[src/rtl/core/nss_pkg.sv]
package nss_pkg;

    localparam int TOTAL_LINES_DEF        = 264;
    localparam int FIRST_ACTIVE_LINE_DEF  = 30;
    localparam int MAX_BYTES_PER_LINE_DEF = 64;

    localparam logic [8:0] VSYNC_FIRST_LINE = 9'd2;
    localparam logic [8:0] VSYNC_LAST_LINE  = 9'd4;

    localparam int CFG_INDEX_W = 3;
    localparam int CFG_DATA_W  = 11;
    localparam int IN_DATA_W   = 8;
    localparam int OUT_DATA_W  = 48;

    localparam logic [6:0]  BYTES_PER_LINE_RST = 7'd28;
    localparam logic        LINE_DOUBLE_RST    = 1'b1;
    localparam logic [7:0]  ACTIVE_LINES_RST   = 8'd216;
    localparam logic [10:0] HSYNC_WIDTH_RST    = 11'd112;
    localparam logic [10:0] VSYNC_WIDTH_RST    = 11'd1412;

    typedef enum logic [CFG_INDEX_W-1:0] {
        CFG_BYTES_PER_LINE = 3'd0,
        CFG_LINE_DOUBLE    = 3'd1,
        CFG_ACTIVE_LINES   = 3'd2,
        CFG_HSYNC_WIDTH    = 3'd3,
        CFG_VSYNC_WIDTH    = 3'd4
    } cfg_index_t;

    typedef struct packed {
        logic        frame_wrap;
        logic        blank_start;
        logic        blank_end;
        logic [10:0] next_sync_width;
        logic [6:0]  send_bytes;
        logic [13:0] read_offset;
        logic        send_line;
        logic [8:0]  line_number;
    } line_result_t;

endpackage

[src/rtl/core/ntsc_scanline_sequencer_unit.sv]
// Channel  | Direction | Payload (lowest bit first)
// s_axis   | in        | tdata: restart, zero fill to 8 bits
// m_axis   | out       | tdata: line_number, send_line, read_offset, send_bytes,
//          |           |        next_sync_width, blank_end, blank_start, frame_wrap,
//          |           |        zero fill to 48 bits
// cfg      | in        | cfg_we, cfg_index, cfg_wdata; write-only
//
// Each request goes through an input register, then the line update into the result
// register. One request is accepted per cycle unless the block is stalled by m_axis.
// The input register lets one request be taken while a result waits on m_axis.
// Reset is synchronous on aresetn low and restores the line counter to 1,
// the offset to 0 and all configuration registers to their defaults.
module ntsc_scanline_sequencer_unit #(
    parameter int TOTAL_LINES        = nss_pkg::TOTAL_LINES_DEF,
    parameter int FIRST_ACTIVE_LINE  = nss_pkg::FIRST_ACTIVE_LINE_DEF,
    parameter int MAX_BYTES_PER_LINE = nss_pkg::MAX_BYTES_PER_LINE_DEF
) (
    input  logic                                aclk,
    input  logic                                aresetn,
    input  logic                                s_axis_tvalid,
    output logic                                s_axis_tready,
    input  logic [nss_pkg::IN_DATA_W-1:0]       s_axis_tdata,   // restart
    output logic                                m_axis_tvalid,
    input  logic                                m_axis_tready,
    output logic [nss_pkg::OUT_DATA_W-1:0]      m_axis_tdata,   // line_number, send_line,
                                                                // read_offset, send_bytes,
                                                                // next_sync_width, blank_end,
                                                                // blank_start, frame_wrap
    input  logic                                cfg_we,
    input  logic [nss_pkg::CFG_INDEX_W-1:0]     cfg_index,
    input  logic [nss_pkg::CFG_DATA_W-1:0]      cfg_wdata
);
    import nss_pkg::*;

    localparam logic [8:0] TOTAL_L  = 9'(TOTAL_LINES);
    localparam logic [9:0] FIRST_L  = 10'(FIRST_ACTIVE_LINE);
    localparam logic [8:0] MAX_BPL  = 9'(MAX_BYTES_PER_LINE);

    logic [6:0]   bytes_per_line_reg;
    logic         line_double_reg;
    logic [7:0]   active_lines_reg;
    logic [10:0]  hsync_width_reg;
    logic [10:0]  vsync_width_reg;

    logic         in_valid_reg;
    logic         in_restart_reg;
    logic         out_valid_reg;
    line_result_t out_reg;
    line_result_t out_next;

    logic [8:0]   line_counter_reg;
    logic [8:0]   line_counter_next;
    logic [13:0]  buffer_offset_reg;
    logic [13:0]  buffer_offset_next;

    logic         advance;
    logic         process;
    logic [6:0]   size;
    logic [9:0]   last_active;
    logic         active;
    logic         wrap;

    assign advance       = !out_valid_reg || m_axis_tready;
    assign process       = in_valid_reg && advance;
    assign s_axis_tready = !in_valid_reg || advance;
    assign m_axis_tvalid = out_valid_reg;
    assign m_axis_tdata  = {(OUT_DATA_W - $bits(line_result_t))'(0), out_reg};

    always_ff @(posedge aclk) begin
        if (!aresetn) begin
            bytes_per_line_reg <= BYTES_PER_LINE_RST;
            line_double_reg    <= LINE_DOUBLE_RST;
            active_lines_reg   <= ACTIVE_LINES_RST;
            hsync_width_reg    <= HSYNC_WIDTH_RST;
            vsync_width_reg    <= VSYNC_WIDTH_RST;
        end else if (cfg_we) begin
            case (cfg_index)
                CFG_BYTES_PER_LINE: bytes_per_line_reg <= cfg_wdata[6:0];
                CFG_LINE_DOUBLE:    line_double_reg    <= cfg_wdata[0];
                CFG_ACTIVE_LINES:   active_lines_reg   <= cfg_wdata[7:0];
                CFG_HSYNC_WIDTH:    hsync_width_reg    <= cfg_wdata;
                CFG_VSYNC_WIDTH:    vsync_width_reg    <= cfg_wdata;
                default: ;
            endcase
        end
    end

    always_comb begin
        size        = ({2'b00, bytes_per_line_reg} > MAX_BPL) ? MAX_BPL[6:0]
                                                              : bytes_per_line_reg;
        last_active = {2'b00, active_lines_reg} + FIRST_L - 10'd1;
        active      = ({1'b0, line_counter_reg} >= FIRST_L)
                   && ({1'b0, line_counter_reg} <= last_active);
        wrap        = line_counter_reg >= TOTAL_L;

        line_counter_next  = line_counter_reg;
        buffer_offset_next = buffer_offset_reg;
        out_next           = '0;

        if (in_restart_reg) begin
            line_counter_next        = 9'd1;
            buffer_offset_next       = '0;
            out_next.line_number     = 9'd1;
            out_next.next_sync_width = hsync_width_reg;
        end else begin
            out_next.line_number = line_counter_reg;
            out_next.read_offset = buffer_offset_reg;
            out_next.send_line   = active;
            out_next.send_bytes  = active ? size : 7'd0;
            if ((line_counter_reg >= VSYNC_FIRST_LINE)
                    && (line_counter_reg <= VSYNC_LAST_LINE)) begin
                out_next.next_sync_width = vsync_width_reg;
            end else begin
                out_next.next_sync_width = hsync_width_reg;
            end
            out_next.blank_end   = line_counter_reg == VSYNC_LAST_LINE;
            out_next.blank_start = {1'b0, line_counter_reg} == last_active;
            out_next.frame_wrap  = wrap;

            if (active && (!line_double_reg || (line_counter_reg[0] ^ FIRST_L[0]))) begin
                buffer_offset_next = buffer_offset_reg + {7'd0, size};
            end
            if (wrap) begin
                line_counter_next  = 9'd1;
                buffer_offset_next = '0;
            end else begin
                line_counter_next  = line_counter_reg + 9'd1;
            end
        end
    end

    always_ff @(posedge aclk) begin
        if (!aresetn) begin
            in_valid_reg      <= 1'b0;
            out_valid_reg     <= 1'b0;
            line_counter_reg  <= 9'd1;
            buffer_offset_reg <= '0;
        end else begin
            if (s_axis_tready) begin
                in_valid_reg <= s_axis_tvalid;
            end
            if (advance) begin
                out_valid_reg <= in_valid_reg;
            end
            if (process) begin
                line_counter_reg  <= line_counter_next;
                buffer_offset_reg <= buffer_offset_next;
            end
        end
    end

    always_ff @(posedge aclk) begin
        if (s_axis_tvalid && s_axis_tready) begin
            in_restart_reg <= s_axis_tdata[0];
        end
        if (process) begin
            out_reg <= out_next;
        end
    end

`ifndef ASSERT_OFF
    a_counter_range: assert property (@(posedge aclk) disable iff (!aresetn)
        (line_counter_reg != 9'd0) && (line_counter_reg <= TOTAL_L))
        else $error("line counter left its range");

    a_bytes_only_active: assert property (@(posedge aclk) disable iff (!aresetn)
        out_valid_reg && !out_reg.send_line |-> out_reg.send_bytes == 7'd0)
        else $error("bytes reported on a line without picture data");

    a_restart_clears: assert property (@(posedge aclk) disable iff (!aresetn)
        process && in_restart_reg |=> (line_counter_reg == 9'd1)
                                   && (buffer_offset_reg == 14'd0))
        else $error("restart did not clear the counters");

    a_wrap_last_line: assert property (@(posedge aclk) disable iff (!aresetn)
        out_valid_reg && out_reg.frame_wrap |-> out_reg.line_number == TOTAL_L)
        else $error("frame wrap reported away from the last line");
`endif

endmodule

[config.mk]
export PLATFORM = sky130hd
export DESIGN_NAME = ntsc_scanline_sequencer_unit
export DESIGN_NICKNAME = d
export VERILOG_FILES = /design/src/rtl/core/nss_pkg.sv /design/src/rtl/core/ntsc_scanline_sequencer_unit.sv
export SDC_FILE = /design/constraint.sdc
export NUM_CORES = 1
export LEC_CHECK = 0
export CORE_UTILIZATION = 30
export CTS_CLUSTER_DIAMETER = 50
export DETAILED_ROUTE_END_ITERATION = 6
export DONT_BUFFER_PORTS = 1
export PLACE_DENSITY = 0.48
export SYNTH_ARGS = -nofsm -noshare
export SYNTH_HDL_FRONTEND = slang
export SYNTH_SLANG_ARGS = --single-unit
[constraint.sdc]
create_clock -name aclk -period 3.5 [get_ports aclk]
set_clock_uncertainty 0.1 [all_clocks]
set_input_delay 0.7 -clock aclk [delete_from_list [all_inputs] [get_ports aclk]]
set_output_delay 0.7 -clock aclk [all_outputs]
set_load 0.05 [all_outputs]
==> impl_metrics.tcl, run 1 <==
set metrics [dict create \
    outcome "finished clean" \
    main_combinational_cell_family_by_area_after_synthesis "simple AND/OR/NAND/NOR gates" \
    cts_tree "done" \
    worstSetupStartpoint "active_lines_reg[2]" \
    cts_setup_buffers 0 \
    power-per-cell-area_nw_per_um2 448.3 \
    h-tree-depth 3 \
    utilization 0.3373 \
    startpoint_of_the_most_critical_hold_path "aresetn" \
    r2r_start "active_lines_reg[2]" \
    drt_pre_antenna_iters 4 \
    cts_made_buffers 9 \
    n_antenna_cell 0 \
    port_buffers 0 \
    yosysSeqAreaShare 0.5158 \
    die_outline_area_um2 17610 \
    critPathMaxFanout 8 \
    die_x_um 132.7 \
    grt-ovfl-total 0 \
    dp.final_hpwl_um 7874 \
    vdd_drop_max_mv 0.2712 \
    area.growth.synth_to_final_pct 9.548 \
    initial_antenna_violation_count 0 \
    post_dp_cell_area_um2 5353 \
    die_height_um 132.7 \
    clkLatencyLatePin_ps 350 \
    synth_commonest_cells "nand2_1, dfxtp_1, edfxtp_1" \
    finalHoldViolCount 0 \
    numClockSinks 109 \
    final_design_area_no_fill_um2 5613 \
    critical_path_class "register to register" \
    max_reg_flops 45 \
    wirelength_um 11140 \
    ys_seq_elements 109 \
    synth_area_in_compound_gates 0.1243 \
    drt_iter0_markers 215 \
    clock_path_buffers 2 \
    grt_pass1_vias 3525 \
    final_critical_path_setup_slack_ps 333.3 \
    maximum_number_of_pins_on_one_net_before_global_route_repair 57 \
    synth_mux_area_frac 0.03541 \
    num_rows 47 \
    floorplan.initialDensity 0.3079 \
    synth_edf_count 46 \
    total_track_usage 0.1350 \
    rsz_0062_raised_after_global_routing "false" \
    pre_cts_ws_ps 338.6 \
    postCtsHoldBufs 0 \
    synth.top_cell.area_share 0.2696 \
    worst-endpoint-arrival_ps 3360 \
    class_of_the_worst_hold_path "input port to register" \
    crit_path_start_kind "register" \
    top_level_pins 77 \
    tns_ps 0 \
    cts_repair_resize_count 0 \
    via_count 3527 \
    synth_ff_type "dfxtp_1" \
    number_of_max_cap_violations 0 \
    cp_data_required_time_ps 3690 \
    post_synth_and_or_nand_nor_area_fraction 0.2178 \
    route.detailed.vias_per_inst 4.832 \
    final-max-slew-violation-count 0 \
    netlist.top_cell.by_area "edfxtp_1" \
    detail_route_antenna_nets 0 \
    yosys.area_share.adder 0.05031 \
    worstMarginPinSlew_ps 726.3 \
    gp_congestion 0.7863 \
    clk_transition_reported_paths_ps 70 \
    core-area_um2 16640 \
    syn_inst 510 \
    syn-cell-area_um2 5124 \
    syn_area_per_cell_um2 10.05 \
    static-leakage-power_uw 0.002061 \
    clk_root_buffer_cell "clkbuf_16" \
    timing.slew.headroom 0.5158 \
    finalCriticalPeriod_ps 3167 \
    finish.net_count 552 \
    ys_types 56 \
    yosys.area_share.xor_xnor 0.02735 \
    grt_pass1_wl_um 18530 \
    period_share 0.9048 \
    ys.warnings.count 0 \
    avgRoutedWirePerCell_um 15.26 \
    drc 0 \
    cell_types_occupying_the_most_area_after_synthesis "edfxtp_1, dfxtp_1, nand2_1" \
    synth_most_common_cell "nand2_1" \
    setup_violations 0 \
    drive_above_1_share 0.09216 \
    proportion_of_synthesized_flip_flops_having_asynchronous_set_or_reset 0 \
    type_of_element_capturing_the_critical_path "register" \
    max_clock_freq_ghz 0.3158 \
]
==> layout make-up <==
class                      instances  area, um^2
clock buffer                      11       232.7
clock inverter                     5       27.53
fill                            1698       11030
sequential                       109        2643
tap                              220       275.3
timing repair buffer               9       67.56
multi-input combinational        370        2345
inverter                           6       22.52
==> where the power goes <==
part	switching (uW)	internal [uW]	total, uW
clock	446	479	926
sequential	98.3	1360	1460
combinational	80.0	49.4	129
total	625	1890	2520
==> layer usage <==
layer | vias up | share of wire | global-route usage
met5 | - | 0 | 0
met4 | 0 | 0.015 | 0.04470
met3 | 14 | 0.070 | 0.05556
met2 | 78 | 0.45 | 0.2152
met1 | 1654 | 0.46 | 0.1644
li1 | 1781 | - | -
==> final timing paths <==
path | endpoint | slack, ps | depth (start not counted)
max | buffer_offset_reg[11] | 330 | 12
min | line_counter_reg[0] | 310 | 1
max reg2reg | buffer_offset_reg[11] | 330 | 12
min reg2reg | vsync_width_reg[4] | 370 | 2
==> worst max-delay path, cell delays in order (launching register included) <==
cell	delay [ps]
dfxtp_1	360
a2111oi_0	400
buf_4	190
nor2_1	50
xnor2_1	120
ha_1	290
and3_1	170
or3b_1	360
o21ai_0	230
o21ai_2	200
buf_4	210
a211oi_1	240
o221a_2	210
==> cell usage in the layout (no fill, tap or decap), types with 10 or more instances in the layout <==
cell type	instances
nand2_1	94
dfxtp_1	63
edfxtp_1	46
nand3_1	41
a21boi_0	30
nor2b_1	29
nor2_1	23
ha_1	19
a21oi_1	13
and2_1	13
o21ai_0	11
mux2_4	10
xor2_1	10
==> cell families (layout without fill, tap and decap cells) <==
| kind of cell | count (synthesis) | count (layout) |
|---|---|---|
| XOR/XNOR | 16 | 16 |
| other | 1 | 3 |
| AO/OA/AOI/OAI | 88 | 88 |
| AND/OR/NAND/NOR | 230 | 230 |
| flip-flops | 109 | 109 |
| buffers and inverters | 33 | 31 |
| adder cells (fa/ha/maj) | 20 | 20 |
| multiplexers | 13 | 13 |
==> metrics by stage <==
step	hold slack (ps)	total power (uW)	std cells
CTS	307.1	2545	730
global route	298.9	2616	730
floorplan	336.6	1597	512
finish	314.7	2516	730
global placement	348.0	1618	714
detailed placement	358.5	1622	714
No activity file was read; power rests on OpenSTA's default activity.
==> run 2, diff against run 1 <==
==> constraint.sdc (replaced) <==
create_clock -name aclk -period 3 [get_ports aclk]
set_clock_uncertainty 0.1 [all_clocks]
set_input_delay 0.6 -clock aclk [delete_from_list [all_inputs] [get_ports aclk]]
set_output_delay 0.6 -clock aclk [all_outputs]
set_load 0.05 [all_outputs]
==> run 2 against run 1 <==
Combinational power is 26% higher. Die area unchanged. Critical path depth rose by 2. Worst hold slack got worse by 100 ps. Sequential share of layout area shrank 2.3 points. Worst setup slack got worse by 230 ps. Non-clock buffer count up 18. Critical path type unchanged. Highest routed layer unchanged.
==> impl_metrics.tcl, run 2 (synthesis results as in run 1) <==
set metrics [dict create \
    outcome "finished clean" \
    final_common_cell "nand2_1" \
    finalCriticalPeriod_ps 2893 \
    gp_congestion 0.7618 \
    period_share 0.9644 \
    reg2reg_depth 14 \
    worst-endpoint-arrival_ps 3040 \
    drc 0 \
    pre_cts_ws_ps -94.02 \
    initial_antenna_violation_count 0 \
    die_height_um 132.7 \
    port_buffers 0 \
    clock_path_buffers 2 \
    grt-ovfl-total 0 \
    crit_path_start_kind "register" \
    top_level_pins 77 \
    die_outline_area_um2 17610 \
    cts_made_buffers 9 \
    grt_pass1_vias 3651 \
    floorplan.initialDensity 0.3079 \
    numClockSinks 109 \
    detail_route_antenna_nets 0 \
    via_count 3636 \
    max_reg_flops 45 \
    final_design_area_no_fill_um2 5902 \
    n_antenna_cell 0 \
    setup.reg_to_reg.worst_slack_ps 110 \
    most-common-layout-cells "nand2_1, dfxtp_1, edfxtp_1" \
    critPathMaxFanout 3 \
    post_dp_cell_area_um2 5482 \
    area_used_by_multi_input_combinational_logic_um2 2471 \
    post-layout-total-power_uw 3007 \
    max_clock_freq_ghz 0.3456 \
    clk_transition_reported_paths_ps 70 \
    clkLatencyLatePin_ps 350 \
    total_track_usage 0.1367 \
    grt_pass1_wl_um 18780 \
    area.sequential_um2 2645 \
    finish.net_count 570 \
    final-max-slew-violation-count 0 \
    cp_data_required_time_ps 3150 \
    worst_setup_path_endpoint "buffer_offset_reg[9]" \
    final_critical_path_setup_slack_ps 106.8 \
    clk_root_buffer_cell "clkbuf_16" \
    drt_pre_antenna_iters 4 \
    number_of_max_cap_violations 0 \
    avgRoutedWirePerCell_um 15.47 \
    dp.final_hpwl_um 8226 \
    r2r_start "active_lines_reg[1]" \
    count_of_fill_cells_added_during_filler_insertion 1671 \
    worstMarginPinSlew_ps 520.2 \
    core-area_um2 16640 \
    class_of_the_worst_hold_path "input port to register" \
    drt_iter0_markers 166 \
    num_rows 47 \
    critical_path_class "register to register" \
    critical_path.reg2reg.endpoint "buffer_offset_reg[9]" \
    finalHoldViolCount 0 \
    static-leakage-power_uw 0.002170 \
    utilization 0.3546 \
    timing.slew.headroom 0.6522 \
    cts_tree "done" \
    wirelength_um 11570 \
    power-per-cell-area_nw_per_um2 509.5 \
    vdd_drop_max_mv 0.2647 \
    type_of_element_capturing_the_critical_path "register" \
    setup_violations 0 \
    area.growth.synth_to_final_pct 15.19 \
    route.detailed.vias_per_inst 4.861 \
    die_x_um 132.7 \
    worstSetupStartpoint "active_lines_reg[1]" \
    drive_above_1_share 0.1572 \
    maximum_number_of_pins_on_one_net_before_global_route_repair 57 \
    h-tree-depth 3 \
]
==> run 2: metrics by stage <==
step	hold slack (ps)	TNS, ps	cells
after global routing	194.4	-93.64	748
final	212.7	0	748
after CTS	200.7	0	747
after detailed placement	355.0	-570.5	731
after floorplan	336.6	0	512
after global placement	347.8	-196.9	731
==> run 2: cell type report <==
| cell class | instances | area share |
|---|---|---|
| timing repair buffer | 27 | 0.03562 |
| inverter | 6 | 0.003816 |
| tap | 220 | 0.04664 |
| multi-input combinational | 370 | 0.4187 |
| clock buffer | 11 | 0.04113 |
| sequential | 109 | 0.4482 |
| clock inverter | 5 | 0.005936 |
==> run 2: worst min path at each step <==
stage	from	endpoint	slack [ps]	cells after the start
after global routing	aresetn	line_counter_reg[0]	190	1
after CTS	aresetn	line_counter_reg[0]	200	1
after detailed placement	hsync_width_reg[10]	hsync_width_reg[10]	350	2
final	aresetn	line_counter_reg[0]	210	1
after global placement	vsync_width_reg[2]	vsync_width_reg[2]	350	2
after floorplan	vsync_width_reg[10]	vsync_width_reg[10]	340	2
==> run 2: repair_timing <==
action	4_1_cts	5_1_grt
gates resized for setup	4	28
setup endpoints to repair	19	20
setup buffers	0	1
gates cloned	0	0
pin swaps	0	15
hold buffers	0	0
==> run 2: worst max-delay path, cell delays in order (launching register included) <==
cell	delay [ps]
dfxtp_2	340
buf_6	120
ha_4	160
nor3_4	170
nand2b_1	90
nand2_1	80
xor2_1	70
ha_1	280
and3_4	190
or3b_4	400
o21ai_4	110
buf_6	140
o21a_4	150
o21ai_1	80
o221a_2	290
==> run 2: per-layer routing <==
layer  global-route usage  vias to the layer above  wire length (um)
met5                    0                        -                 0
met4              0.05492                        0               212
met3              0.04521                       13               691
met2               0.2216                       88              5373
met1               0.1667                     1720              5294
li1                     -                     1815                 -
==> run 2: power by group <==
part | internal (uW) | switching [uW] | leakage, uW
clock network | 589 | 552 | 0.000136
registers | 1590 | 114 | 0.000939
logic | 64.7 | 98.4 | 0.00110
==> run 3, diff against run 2 <==
--- a/config.mk
+++ b/config.mk
@@ -5,6 +5,7 @@
 export SDC_FILE = /design/constraint.sdc
 export NUM_CORES = 1
 export LEC_CHECK = 0
+export CORE_MARGIN = 2
 export CORE_UTILIZATION = 30
 export CTS_CLUSTER_DIAMETER = 50
 export DETAILED_ROUTE_END_ITERATION = 6
==> run 3 against run 2 <==
Worst setup slack worse by 99 ps. First-iteration DRC count down 4.8%. Non-clock buffer count up 5. Largest power group unchanged. Largest cell class unchanged. Via count down 0.39%.
==> impl_metrics.tcl, run 3 (synthesis results as in run 1) <==
set metrics [dict create \
    die_height_um 134.7 \
    number_of_max_cap_violations 0 \
    smallest_hold_slack_ps 214.2 \
    pre_cts_ws_ps -134.4 \
    count_of_fill_cells_added_during_filler_insertion 1655 \
    drt_iter0_markers 158 \
    numClockSinks 109 \
    most-common-layout-cells "nand2_1, dfxtp_1, edfxtp_1" \
    worst_hold_path.num_cells 1 \
    outcome "finished clean" \
    clkLatencyLatePin_ps 350 \
    timing.critical_path.slowest_stage_cell "or3b_4" \
    core-area_um2 16640 \
    max_clock_freq_ghz 0.3341 \
    postCtsHoldBufs 0 \
    drive_above_1_share 0.1614 \
    worstMarginPinSlew_ps 500.0 \
    class_of_the_worst_hold_path "input port to register" \
    critPathMaxFanout 4 \
    rsz_0062_raised_after_global_routing "true" \
    vdd_drop_max_mv 0.2753 \
    critical_path_class "register to register" \
    final_critical_path_setup_slack_ps 7.283 \
    drt_pre_antenna_iters 4 \
    critical-path-max-stage-delay_ps 400 \
    worst_setup_path_endpoint "buffer_offset_reg[12]" \
    clock_path_buffers 2 \
    grt_pass1_vias 3510 \
    grt-ovfl-total 0 \
    detail_route_antenna_nets 0 \
    h-tree-depth 3 \
    final-max-slew-violation-count 0 \
    critical-path-top-delay-family "compound AO/OA/AOI/OAI gates" \
    avgRoutedWirePerCell_um 15.34 \
    n_antenna_cell 0 \
    r2r_start "active_lines_reg[0]" \
    grt_pass1_wl_um 18040 \
    wirelength_um 11550 \
    crit_path_start_kind "register" \
    critical_path_depth 12 \
    worst-endpoint-arrival_ps 3150 \
    final_cell_count_no_fill 753 \
    reg2reg_depth 12 \
    floorplan.initialDensity 0.3079 \
    period_share 0.9976 \
    power-per-cell-area_nw_per_um2 499.0 \
    final_common_cell "nand2_1" \
    cts_tree "done" \
    drc 0 \
    top_level_pins 77 \
    setup.reg_to_reg.worst_slack_ps 7 \
    area.growth.synth_to_final_pct 15.65 \
    finish.net_count 575 \
    cp_data_required_time_ps 3160 \
    startpoint_of_the_most_critical_hold_path "aresetn" \
    clk_transition_reported_paths_ps 70 \
    total_track_usage 0.1276 \
    dp.final_hpwl_um 8158 \
    worstSetupStartpoint "active_lines_reg[0]" \
    maximum_number_of_pins_on_one_net_before_global_route_repair 57 \
    cts_made_buffers 9 \
    initial_antenna_violation_count 0 \
    timing.slew.headroom 0.6657 \
    critical_path.reg2reg.endpoint "buffer_offset_reg[12]" \
    clk_root_buffer_cell "clkbuf_16" \
    max_reg_flops 45 \
    finalCriticalPeriod_ps 2993 \
    die_outline_area_um2 18140 \
    place_inst 731 \
    route.detailed.vias_per_inst 4.810 \
    via_count 3622 \
    type_of_element_capturing_the_critical_path "register" \
    num_rows 47 \
    port_buffers 0 \
    setup_violations 0 \
    die_x_um 134.7 \
    finalHoldViolCount 0 \
    gp_congestion 0.8734 \
    cp_cell_sequence "a2111oi_2, buf_4, nor2_1, xnor2_1, ha_1, and3_4, or3b_4, o21ai_4, buf_6, o21a_4, o2111ai_2, a221oi_2" \
    utilization 0.3561 \
    static-leakage-power_uw 0.002191 \
    critical_path.n_buffers_inverters 2 \
]
run 3: cell count changes in the layout (fill, tap and decap cells not counted), moves of 2 or more:
cell / change
buf_4: +5
clkbuf_1: +3
a211oi_1: -2
a211oi_2: +2
a21boi_0: +2
a21boi_1: -2
clkinv_2: -2
run 3: worst register-to-register path, delay by kind of cell (launching register included):
| family | cells | cell delay (ps) |
|---|---|---|
| xor+xnor | 1 | 120 |
| buf+inv | 2 | 300 |
| compound gates | 5 | 1070 |
| simple gates | 3 | 640 |
| fa+ha+maj | 1 | 300 |
| flops | 1 | 370 |
run 3: report_power, final:
group | internal, uW | switching, uW
sequential | 1590 | 112
clock | 567 | 521
combinational | 67.0 | 100
total | 2220 | 733
run 3: cell type report:
cell class | count | area, um^2 | area share
clock inverters | 3 | 21.27 | 0.003590
inverters | 6 | 22.52 | 0.003801
flip-flops and latches | 109 | 2644 | 0.4462
repair buffers | 32 | 247.7 | 0.04181
multi-input cells | 370 | 2475 | 0.4177
clock buffers | 13 | 240.2 | 0.04054
well taps | 220 | 275.3 | 0.04645
run 3: stage by stage:
stage	TNS (ps)	area [um^2]	power (uW)
after floorplan	0	5134	1862
after global placement	-289.4	5482	1894
after detailed placement	-1106	5482	1898
after CTS	0	5757	2988
after global routing	-219.3	5926	3065
final	0	5926	2957
run 3: how the worst min path moves through the flow:
stage | endpoint
after CTS | line_counter_reg[0]
after floorplan | vsync_width_reg[10]
after detailed placement | hsync_width_reg[8]
after global routing | line_counter_reg[0]
after global placement | vsync_width_reg[2]
final | line_counter_reg[0]
run 3: metal layers:
| metal | global-route usage | wire (um) |
|---|---|---|
| met5 | 0 | 0 |
| met4 | 0.03743 | 172 |
| met3 | 0.04730 | 776 |
| met2 | 0.1997 | 5234 |
| met1 | 0.1649 | 5368 |
run 3: what timing repair did:
item	CTS	global route
pin swaps	1	15
endpoints found under the setup margin	19	21
cloned	0	0
setup buffers	0	6
endpoints found under the hold margin	0	0
gates resized for setup	4	26
